## src/hdl/mrcb_pkg.sv

```systemverilog
// Shared types and constants for the matrix row/column balance check.
// Used by mrcb_ctrl, mrcb_dp, the top level and the checker.
// No dependencies.
`timescale 1ns / 1ps

package mrcb_pkg;

  // Matrix geometry and arithmetic widths
  localparam int MAX_DIM    = 16;
  localparam int ENTRY_BITS = 32;
  localparam int SIZE_W     = 5;
  localparam int SUM_W      = 36;
  localparam int VALUE_W    = 32;
  localparam int IDX_W      = 4;
  localparam int KIND_W     = 2;
  localparam int POS_W      = (MAX_DIM > 1) ? $clog2(MAX_DIM) : 1;
  localparam int CNT_W      = SIZE_W + 1;

  // Result item kinds
  localparam logic [KIND_W-1:0] KIND_ROW = 2'd0;
  localparam logic [KIND_W-1:0] KIND_COL = 2'd1;
  localparam logic [KIND_W-1:0] KIND_SUM = 2'd2;

  typedef struct packed {
    logic [VALUE_W-1:0] entry_value;
    logic               entry_last;
  } in_item_t;

  typedef struct packed {
    logic [KIND_W-1:0] item_kind;
    logic [IDX_W-1:0]  line_index;
    logic [SUM_W-1:0]  line_sum;
    logic              is_balanced;
    logic              result_last;
  } out_item_t;

  // Controller to datapath commands
  typedef struct packed {
    logic accept;    // input item taken this cycle
    logic start;     // last entry taken: open the analysis
    logic rd;        // read both sum memories at the scan index
    logic max_upd;   // fold the read sums into the running maximum
    logic idx_step;  // advance the scan index, wrapping after the last line
    logic emit_row;  // load a row item into the output register
    logic emit_col;  // load a column item into the output register
    logic emit_sum;  // load the summary item and clear the column sums
  } ctrl_cmd_t;

  // Datapath to controller status
  typedef struct packed {
    logic idx_last;
    logic row_below;
    logic col_below;
    logic out_free;
  } dp_stat_t;

endpackage

```

## src/hdl/matrix_row_col_balance_check.sv

```systemverilog
// Matrix row/column balance check. Entries of a square matrix (1 to 16 rows,
// set by the size register) stream in row-major order at one entry per cycle;
// row sums and column sums are kept in two 16-deep memories, the column sums
// updated through a one-stage read-add-write path. The entry flagged last
// starts the analysis, during which in_stall stays high: a pass with a read
// and a check per line finds the maximum over rows and columns, then a read
// and a check per row and per column decide whether each line goes out, then
// the summary is loaded; any output stall holds the input longer. The read
// and the check are separate steps because of the single read port of the
// column sum memory and its registered read data. Results leave through one
// output register, so the block keeps working while an item waits there,
// until it must load another. The size register may be written between matrices.
// Depends on mrcb_pkg, mrcb_ctrl and mrcb_dp.
`timescale 1ns / 1ps

module matrix_row_col_balance_check (
  input  logic                         clk,
  input  logic                         rst_n,
  input  logic                         cfg_wr_en,
  input  logic [mrcb_pkg::SIZE_W-1:0]  cfg_wr_data,
  input  logic                         in_valid,
  output logic                         in_stall,
  input  mrcb_pkg::in_item_t           in_item,
  output logic                         out_valid,
  input  logic                         out_stall,
  output mrcb_pkg::out_item_t          out_item
);

  mrcb_pkg::ctrl_cmd_t cmd;
  mrcb_pkg::dp_stat_t  stat;

  // Sequencer
  mrcb_ctrl u_ctrl (
    .clk      (clk),
    .rst_n    (rst_n),
    .in_valid (in_valid),
    .in_last  (in_item.entry_last),
    .in_stall (in_stall),
    .stat     (stat),
    .cmd      (cmd)
  );

  // Sums, maximum and output register
  mrcb_dp u_dp (
    .clk         (clk),
    .rst_n       (rst_n),
    .cfg_wr_en   (cfg_wr_en),
    .cfg_wr_data (cfg_wr_data),
    .in_item     (in_item),
    .cmd         (cmd),
    .stat        (stat),
    .out_stall   (out_stall),
    .out_valid   (out_valid),
    .out_item    (out_item)
  );

endmodule

```

## src/hdl/mrcb_ctrl.sv

```systemverilog
// Sequencer for the balance check: accumulation, max scan, line emission.
// Depends on mrcb_pkg; drives mrcb_dp through ctrl_cmd_t.
`timescale 1ns / 1ps

module mrcb_ctrl (
  input  logic                 clk,
  input  logic                 rst_n,
  input  logic                 in_valid,
  input  logic                 in_last,
  output logic                 in_stall,
  input  mrcb_pkg::dp_stat_t   stat,
  output mrcb_pkg::ctrl_cmd_t  cmd
);

  typedef enum logic [7:0] {
    S_ACC     = 8'b0000_0001,
    S_MAX_RD  = 8'b0000_0010,
    S_MAX_CHK = 8'b0000_0100,
    S_ROW_RD  = 8'b0000_1000,
    S_ROW_CHK = 8'b0001_0000,
    S_COL_RD  = 8'b0010_0000,
    S_COL_CHK = 8'b0100_0000,
    S_SUM     = 8'b1000_0000
  } state_t;

  state_t state_r, state_nxt;

  // State register
  always_ff @(posedge clk) begin
    if (!rst_n) begin
      state_r <= S_ACC;
    end else begin
      state_r <= state_nxt;
    end
  end

  assign in_stall = (state_r != S_ACC);

  // Next state and commands
  always_comb begin
    state_nxt = state_r;
    cmd       = '0;
    case (state_r)
      S_ACC: begin
        cmd.accept = in_valid;
        if (in_valid && in_last) begin
          cmd.start = 1'b1;
          state_nxt = S_MAX_RD;
        end
      end
      S_MAX_RD: begin
        cmd.rd    = 1'b1;
        state_nxt = S_MAX_CHK;
      end
      S_MAX_CHK: begin
        cmd.max_upd  = 1'b1;
        cmd.idx_step = 1'b1;
        state_nxt    = stat.idx_last ? S_ROW_RD : S_MAX_RD;
      end
      S_ROW_RD: begin
        cmd.rd    = 1'b1;
        state_nxt = S_ROW_CHK;
      end
      S_ROW_CHK: begin
        // a row below the maximum waits here until the output slot frees
        if (!stat.row_below || stat.out_free) begin
          cmd.emit_row = stat.row_below;
          cmd.idx_step = 1'b1;
          state_nxt    = stat.idx_last ? S_COL_RD : S_ROW_RD;
        end
      end
      S_COL_RD: begin
        cmd.rd    = 1'b1;
        state_nxt = S_COL_CHK;
      end
      S_COL_CHK: begin
        if (!stat.col_below || stat.out_free) begin
          cmd.emit_col = stat.col_below;
          cmd.idx_step = 1'b1;
          state_nxt    = stat.idx_last ? S_SUM : S_COL_RD;
        end
      end
      S_SUM: begin
        if (stat.out_free) begin
          cmd.emit_sum = 1'b1;
          state_nxt    = S_ACC;
        end
      end
      default: begin
        state_nxt = S_ACC;
      end
    endcase
  end

endmodule

```

## src/hdl/mrcb_dp.sv

```systemverilog
// Datapath for the balance check: size register, row and column sum memories,
// running maximum and the output register. Depends on mrcb_pkg.
`timescale 1ns / 1ps

module mrcb_dp (
  input  logic                          clk,
  input  logic                          rst_n,
  input  logic                          cfg_wr_en,
  input  logic [mrcb_pkg::SIZE_W-1:0]   cfg_wr_data,
  input  mrcb_pkg::in_item_t            in_item,
  input  mrcb_pkg::ctrl_cmd_t           cmd,
  output mrcb_pkg::dp_stat_t            stat,
  input  logic                          out_stall,
  output logic                          out_valid,
  output mrcb_pkg::out_item_t           out_item
);

  localparam int SZW = mrcb_pkg::SIZE_W;
  localparam int SW  = mrcb_pkg::SUM_W;
  localparam int PW  = mrcb_pkg::POS_W;
  localparam int CW  = mrcb_pkg::CNT_W;
  localparam int IW  = mrcb_pkg::IDX_W;
  localparam int ND  = mrcb_pkg::MAX_DIM;
  localparam int EB  = mrcb_pkg::ENTRY_BITS;

  logic [SZW-1:0] size_r, dim;
  logic [SW-1:0]  running_r, running_nxt;
  logic [PW-1:0]  row_pos_r, row_pos_nxt;
  logic [PW-1:0]  col_pos_r, col_pos_nxt;
  logic [PW-1:0]  idx_r, idx_nxt;
  logic [SW-1:0]  entry_v, run_sum;
  logic           col_end, row_end, idx_last;

  // column accumulate stage
  logic           s1_valid_r;
  logic [PW-1:0]  s1_addr_r;
  logic [SW-1:0]  s1_v_r;
  logic [ND-1:0]  col_vld_r, col_vld_nxt;
  logic [SW-1:0]  col_mem [ND];
  logic [SW-1:0]  col_rd_r, col_wd;
  logic [PW-1:0]  col_ra;
  logic           col_re, col_byp;

  // row sums
  logic [SW-1:0]  row_mem [ND];
  logic [SW-1:0]  row_rd_r;
  logic           row_we;

  // analysis and output
  logic [SW-1:0]  max_r, max_a, max_b;
  logic           bal_r;
  logic           out_valid_r, out_valid_nxt;
  mrcb_pkg::out_item_t out_item_r, out_item_nxt;
  logic           emit;

  // Active size: zero acts as one, large values clamp to the array depth
  always_comb begin
    if (size_r == '0) begin
      dim = SZW'(1);
    end else if (size_r > SZW'(ND)) begin
      dim = SZW'(ND);
    end else begin
      dim = size_r;
    end
  end

  assign entry_v  = SW'(in_item.entry_value[EB-1:0]);
  assign run_sum  = running_r + entry_v;
  assign col_end  = (CW'(col_pos_r) + CW'(1)) >= CW'(dim);
  assign row_end  = (CW'(row_pos_r) + CW'(1)) >= CW'(dim);
  assign idx_last = (CW'(idx_r) + CW'(1)) >= CW'(dim);

  // Position tracking and running row sum
  always_comb begin
    running_nxt = running_r;
    row_pos_nxt = row_pos_r;
    col_pos_nxt = col_pos_r;
    if (cmd.accept) begin
      if (in_item.entry_last) begin
        running_nxt = '0;
        row_pos_nxt = '0;
        col_pos_nxt = '0;
      end else if (col_end) begin
        running_nxt = '0;
        col_pos_nxt = '0;
        row_pos_nxt = row_end ? '0 : row_pos_r + PW'(1);
      end else begin
        running_nxt = run_sum;
        col_pos_nxt = col_pos_r + PW'(1);
      end
    end
  end

  // Scan index
  always_comb begin
    idx_nxt = idx_r;
    if (cmd.start) begin
      idx_nxt = '0;
    end else if (cmd.idx_step) begin
      idx_nxt = idx_last ? '0 : idx_r + PW'(1);
    end
  end

  // Column sum valid bits: cleared at reset and after each summary
  always_comb begin
    col_vld_nxt = col_vld_r;
    if (cmd.emit_sum) begin
      col_vld_nxt = '0;
    end else if (s1_valid_r) begin
      col_vld_nxt[s1_addr_r] = 1'b1;
    end
  end

  assign emit = cmd.emit_row | cmd.emit_col | cmd.emit_sum;

  always_comb begin
    out_valid_nxt = out_valid_r;
    if (emit) begin
      out_valid_nxt = 1'b1;
    end else if (!out_stall) begin
      out_valid_nxt = 1'b0;
    end
  end

  // Control registers
  always_ff @(posedge clk) begin
    if (!rst_n) begin
      size_r      <= SZW'(ND);
      running_r   <= '0;
      row_pos_r   <= '0;
      col_pos_r   <= '0;
      idx_r       <= '0;
      s1_valid_r  <= 1'b0;
      col_vld_r   <= '0;
      out_valid_r <= 1'b0;
    end else begin
      if (cfg_wr_en) begin
        size_r <= cfg_wr_data;
      end
      running_r   <= running_nxt;
      row_pos_r   <= row_pos_nxt;
      col_pos_r   <= col_pos_nxt;
      idx_r       <= idx_nxt;
      s1_valid_r  <= cmd.accept;
      col_vld_r   <= col_vld_nxt;
      out_valid_r <= out_valid_nxt;
    end
  end

  // Column memory: read at the entry's column while accumulating, at the
  // scan index afterwards; a write to the same address bypasses the array
  assign col_ra  = cmd.accept ? col_pos_r : idx_r;
  assign col_re  = cmd.accept | cmd.rd;
  assign col_wd  = col_rd_r + s1_v_r;
  assign col_byp = s1_valid_r && (s1_addr_r == col_ra);

  always_ff @(posedge clk) begin
    if (s1_valid_r) begin
      col_mem[s1_addr_r] <= col_wd;
    end
    if (col_re) begin
      if (col_byp) begin
        col_rd_r <= col_wd;
      end else if (col_vld_r[col_ra]) begin
        col_rd_r <= col_mem[col_ra];
      end else begin
        col_rd_r <= '0;
      end
    end
    if (cmd.accept) begin
      s1_addr_r <= col_pos_r;
      s1_v_r    <= entry_v;
    end
  end

  // Row memory: written at a row end or the last entry
  assign row_we = cmd.accept && (in_item.entry_last || col_end);

  always_ff @(posedge clk) begin
    if (row_we) begin
      row_mem[row_pos_r] <= run_sum;
    end
    if (cmd.rd) begin
      row_rd_r <= row_mem[idx_r];
    end
  end

  // Running maximum over the read pair
  assign max_a = (row_rd_r > max_r) ? row_rd_r : max_r;
  assign max_b = (col_rd_r > max_a) ? col_rd_r : max_a;

  always_ff @(posedge clk) begin
    if (cmd.start) begin
      max_r <= '0;
    end else if (cmd.max_upd) begin
      max_r <= max_b;
    end
    if (cmd.start) begin
      bal_r <= 1'b1;
    end else if (cmd.emit_row || cmd.emit_col) begin
      bal_r <= 1'b0;
    end
  end

  // Output item
  always_comb begin
    out_item_nxt             = out_item_r;
    out_item_nxt.is_balanced = 1'b0;
    out_item_nxt.result_last = 1'b0;
    out_item_nxt.line_index  = IW'(idx_r);
    if (cmd.emit_row) begin
      out_item_nxt.item_kind = mrcb_pkg::KIND_ROW;
      out_item_nxt.line_sum  = row_rd_r;
    end else if (cmd.emit_col) begin
      out_item_nxt.item_kind = mrcb_pkg::KIND_COL;
      out_item_nxt.line_sum  = col_rd_r;
    end else begin
      out_item_nxt.item_kind   = mrcb_pkg::KIND_SUM;
      out_item_nxt.line_index  = '0;
      out_item_nxt.line_sum    = max_r;
      out_item_nxt.is_balanced = bal_r;
      out_item_nxt.result_last = 1'b1;
    end
  end

  always_ff @(posedge clk) begin
    if (emit) begin
      out_item_r <= out_item_nxt;
    end
  end

  assign out_valid = out_valid_r;
  assign out_item  = out_item_r;

  // Status to the controller
  assign stat.idx_last  = idx_last;
  assign stat.row_below = row_rd_r < max_r;
  assign stat.col_below = col_rd_r < max_r;
  assign stat.out_free  = !out_valid_r || !out_stall;

endmodule

```

## config.mk

```make
export PLATFORM = sky130hd
export DESIGN_NAME = matrix_row_col_balance_check
export DESIGN_NICKNAME = d
export VERILOG_FILES = /design/src/hdl/mrcb_pkg.sv /design/src/hdl/matrix_row_col_balance_check.sv /design/src/hdl/mrcb_ctrl.sv /design/src/hdl/mrcb_dp.sv
export SDC_FILE = /design/constraint.sdc
export NUM_CORES = 2
export LEC_CHECK = 0
export ABC_AREA = 1
export BUFFER_PORTS_ARGS = -buffer_cell sky130_fd_sc_hd__buf_2
export CAP_MARGIN = 20
export CORE_UTILIZATION = 40
export CTS_BUF_LIST = sky130_fd_sc_hd__clkbuf_16
export DETAILED_ROUTE_END_ITERATION = 16
export SETUP_SLACK_MARGIN = 0.4
export SYNTH_ARGS = -nofsm -noshare
export SYNTH_HDL_FRONTEND = slang
export SYNTH_HIERARCHICAL = 1
export SYNTH_SLANG_ARGS = --single-unit
```

## constraint.sdc

```tcl
create_clock -name clk -period 6.24 [get_ports clk]
set_clock_uncertainty 0.05 [all_clocks]
set_input_delay 1.248 -clock clk [delete_from_list [all_inputs] [get_ports clk]]
set_output_delay 1.248 -clock clk [all_outputs]
set_load 0.05 [all_outputs]
```

-- Yosys cells after proc, flatten, opt, wreduce, memory -nomap -nowiden
Memory sizes are Yosys's and may differ from the RTL's. A register that Yosys moved wholly into a read port is not among the register bits.
Cells that the tools add are included.
- memories: 2
- flip-flop bits (word level): 232
- bits of input ports: 43
- output and inout bits: 46
- memory bits (writable): 1152
- magnitude comparators: 11
- mux-type cells: 51
- add/subtract/negate cells: 8
- bitwise logic cells: 5
- reduce and logical (&&, ||, !) cells: 21
- eq/ne operators: 15
- memory list (name ; depth ; width ; read ports ; clocked after Yosys merged registers in ; wr ports ; RTL line ; text):
    u_dp.col_mem ; 16 ; 36 ; 1 ; 0 ; 1 ; mrcb_dp.sv:39 ; logic [SW-1:0] col_mem [ND];
    u_dp.row_mem ; 16 ; 36 ; 1 ; 1 ; 1 ; mrcb_dp.sv:45 ; logic [SW-1:0] row_mem [ND];
- operator list (cell ; count):
    $mux 36 ; 8
    $add 36x32->36 ; 2
    $gt 36x36->1 ; 2
    $lt 36x36->1 ; 2
    $pmux 8 s8 ; 1
    $mux 4 ; 10
    $mux 8 ; 5
    $ge 6x5->1 ; 3
    $mux 1 ; 18
    $or 16x16->16 ; 1
    $add 4x1->5 const B ; 3
    $add 4x1->4 const B ; 3
    $lt 4x5->1 const B ; 2
    $mux 5 ; 2
    $ne 2x1->1 const B ; 5
    $eq 8x1->1 const B ; 1
    $eq 8x2->1 const B ; 1
    $eq 8x3->1 const B ; 1
    $eq 8x4->1 const B ; 1
    $eq 8x5->1 const B ; 1
    $eq 8x6->1 const B ; 1
    $eq 8x7->1 const B ; 1
    $eq 8x8->1 const B ; 1
    $ne 8x1->1 const B ; 1
    other kinds (19) ; 35

-- Depth between registers and ports, before layout
- depth in word-level cells: 8
- depth in mapped cells: 33

-- By module
The synthesis kept the hierarchy.
- modules (own cells, without submodules) (module ; area an instance (sq um) ; cells each ; seq. area each (sq um) ; times used):
    mrcb_dp ; 63081.8 ; 5740 ; 41289.6 ; 1
    mrcb_ctrl ; 589.3 ; 100 ; 160.2 ; 1

-- Worst setup path before layout
Ideal clock, no wire load.
- path kind: in2reg
- start point: input in_valid
- end point: memory u_dp/row_mem[0][0] (netlist bit), enable pin
- stages on the path: 7
- arrival: 5.162 ns
- path slack: 0.599 ns
- cells stage by stage: inv_1 > nor2_1 > buf_6 > nand2_1 > inv_1 > nand2_1 > nor2_1
- RTL lines (element ; RTL line ; text):
    start: declaration ; matrix_row_col_balance_check.sv:21 ; input logic in_valid,
    end: declaration ; mrcb_dp.sv:45 ;

-- Worst setup path in the final report
- start point: register u_dp.row_rd_r[11] (read register of u_dp.row_mem)
- end point: register u_dp.max_r[4]
- word-level cells in the longest chain between the ends: 4
- RTL lines (element ; RTL line ; text):
    start: declaration ; mrcb_dp.sv:46 ; logic [SW-1:0] row_rd_r;
    $gt 36x36->1 ; mrcb_dp.sv:189 ; assign max_a = (row_rd_r > max_r) ? row_rd_r : max_r;
    $mux 36 (*) ; mrcb_dp.sv:189 ;
    $gt 36x36->1 ; mrcb_dp.sv:190 ; assign max_b = (col_rd_r > max_a) ? col_rd_r : max_a;
    $mux 36 (*) ; mrcb_dp.sv:190 ;
    end signal: assignment ; mrcb_dp.sv:196 ; max_r <= max_b;
    end: declaration ; mrcb_dp.sv:50 ; logic [SW-1:0] max_r, max_a, max_b;
Every way passes the cells marked *; elsewhere a longest branch is shown, timed or not.
A chain may end at the register's enable or synchronous reset.

==> reports/results.ini <==
[yosys]
synth_top_family_by_area = simple AND/OR/NAND/NOR gates
yosys.area_share.simple = 0.167
ys.warnings.count = 6
synth_xor_area_frac = 0.00729
async_reset_ff_frac = 0
synth_compound_area_frac = 0.0967
synthFlopType = edfxtp_1
synth-seq-cells = 1419
synth_fp_nets = 6077
synth_top_area_cell = edfxtp_1
syn_inst = 5840
synth_fa_ha_area_frac = 0.0384
synth_cell_types = 56
synth.mux.area_fraction = 0
synth_area_um2 = 63700
synth.top_cell.area_share = 0.615
synth-seq-area-share = 0.651
synth_edf_count = 1303
yosys-top-cells-area = edfxtp_1 61%, nand2_1 6.7%, nand3_1 4.8%
avgSynthCellArea_um2 = 10.9

[outcome]
status = completed

[sta]
rsz0062_at_grt = false
fmax_mhz = 202
hold_viol_final = 0
worst_slew_pin_slew_ps = 1170
hold_ws_ps = 413
drv_slew = 0
setup_tns_ps = 0
fin_crit_sh = 0.794
relSlewSlack = 0.217
setup-violations-final = 0
fin_crit_ps = 4950

[hold_path]
worstHoldPathType = register to register

[placement]
dpl.hpwl_um = 117000
port_buffers = 88
place.gp.congestion = 0.968
dp_cells = 7810

[global_route]
groute.usage.overall = 0.237
grt-ovfl-total = 0
grt_antenna_before_repair = 13
grt_pass1_wl_um = 286000
grt_max_degree = 178
grt_pass1_vias = 43100

[setup_path]
crit_path_frequent_cell = nand2_1
path_delay_family = simple AND/OR/NAND/NOR gates
critPathBufInv = 2
slowest_stage = nand2_2
critical_path_class = register to register
crit_path_start_kind = register
cp_max_fo = 29
cp-end-kind = register
cp.required_ps = 6840
crit_path_cell_trace = ha_1 -> nand2_1 -> nor2_1 -> nand4_1 -> nor3_2 -> nand3_2 -> nand2_2 -> nand2_1 -> and2_1 -> ha_1 -> nand2_1 -> inv_1 -> nand2_1 -> nor4b_1 -> nand4_1 -> nand2_1 -> buf_4 -> nand3_1 -> nand2_1 -> a21oi_1
cp.arrival_ps = 5550
worst_path_largest_cell_delay_ps = 600

[layout]
final_cells = 8106
final_cell_mix = 1,303 x edfxtp_1, 1,136 x nand2_1, 607 x nand3_1, 601 x nor2_1, 433 x o21ai_0
layout.nets = 6144
drive_gt1_frac = 0.0866
syn_to_final_growth_pct = 12.7
final_common_cell = edfxtp_1

[cts]
clk_pin_slew_worst_paths_ps = 60
htree_levels = 4
postCtsSetupBuffers = 0
root_buffer = clkbuf_16
cts_resized = 0
numCtsBuffers = 153
clkSinkCount = 1419
clockBufferDepth = 3
cts_tree = done
hold_buffers = 0
insertion_delay_ps = 820

[route]
wl_per_cell_um = 23.9
maxUsedRoutingLayer = met5
dr.pass1.iters = 6
wirelength_um = 193000
drt_iter0_drc = 4808
wl_met1_um = 83700
vias = 45500
dr_wl_met3_um = 13700
drc = 0
route.met2.wl_um = 89900
antenna_left = 0
vias_per_cell = 5.61

[die]
fp.dieH_um = 401
die_w_um = 401
rows = 146
core_area_um2 = 158000
die_area_um2 = 161000
io_pins = 89
initial_core_util = 0.402

[pwr]
leakage_nw = 25.7
switchingPower_mw = 9.87
ir_drop_mv = 0.341
p_int_mw = 19.6
p_comb_frac = 0.250
power.total_mw = 29.5
switching_share = 0.335
clock_power_share = 0.302
p_seq_frac = 0.448
power_density_nw_per_um2 = 411

[run]
drv_cap = 0

==> registers in the layout (all words and copies together), names as in the netlist, 4 cells and up <==
register / flops
u_ctrl/state_r: 8
u_dp/col_mem: 576
u_dp/col_pos_r: 4
u_dp/col_rd_r: 36
u_dp/col_vld_r: 16
u_dp/idx_r: 4
u_dp/max_r: 36
u_dp/out_item: 43
u_dp/row_mem: 576
u_dp/row_pos_r: 4
u_dp/row_rd_r: 36
u_dp/running_r: 36
u_dp/s1_addr_r: 4
u_dp/s1_v_r: 32
u_dp/size_r: 5
==> tightest hold or removal path: stages, from the launching register on <==
cell     delay [ps]
dfxtp_1         320
nor2_1           50
nor2_1           70
==> Yosys cell counts (32+ instances only) <==
library cell / instances
edfxtp_1: 1303
nand2_1: 1137
nor2_1: 635
nand3_1: 608
o21ai_0: 434
inv_1: 288
a21oi_1: 245
ha_1: 192
clkbuf_1: 178
o221ai_1: 157
dfxtp_1: 116
buf_2: 72
and2_1: 57
o211ai_1: 55
o22ai_1: 51
xor2_1: 42
o21ai_1: 33
buf_1: 32
==> per-stage QoR <==
stage          utilization  setup slack (ps)  instance area (µm²)
6_report             0.454              1290                71700
5_1_grt              0.453               960                71700
3_5_place_dp         0.421              1370                66700
4_1_cts              0.453              1420                71600
2_1_floorplan            -               599                63700
3_3_place_gp         0.421              1400                66600
==> power groups by stage <==
| stage | registers (mW) | logic, mW | clock network [mW] |
|---|---|---|---|
| global route | 13.3 | 8.04 | 9.43 |
| global placement | 13.4 | 7.04 | 0 |
| finish | 13.2 | 7.37 | 8.90 |
| floorplan | 13.3 | 4.32 | 0 |
| detailed placement | 13.4 | 7.17 | 0 |
| CTS | 13.2 | 7.19 | 9.04 |
==> final cells by class <==
type                    instances  area (µm²)
fillers                     14500       86500
flip-flops and latches       1419       41500
multi-input cells            3812       20100
clock buffers                 153        3830
well taps                    2072        2590
repair buffers                220        1500
inverters                     301        1150
clock inverters               123        1130
diodes                          6        15.0
==> logic make-up after synthesis <==
family / after synthesis
AOI/OAI and AO/OA: 1035
adders and majority gates: 194
and+or+nand+nor: 2530
xor gates and xnor gates: 53
DFF: 1419
buffers and inverters: 609
==> metal layers <==
metal,up-vias,global-route usage
met2,1761,0.378
met5,-,0
met4,4,0.0803
li1,21000,-
met1,22400,0.328
met3,313,0.0380
==> worst paths after layout <==
kind / slack, ps / startpoint / cells after the start / to
worst min-delay path: 410 / u_dp/col_vld_r[3] / 2 / u_dp/col_vld_r[3]
worst min register to register: 410 / u_dp/col_vld_r[3] / 2 / u_dp/col_vld_r[3]
worst max-delay path: 1290 / u_dp/row_rd_r[11] / 20 / u_dp/max_r[4]
worst max register to register: 1290 / u_dp/row_rd_r[11] / 20 / u_dp/max_r[4]
(Power assumes the default switching activity.)
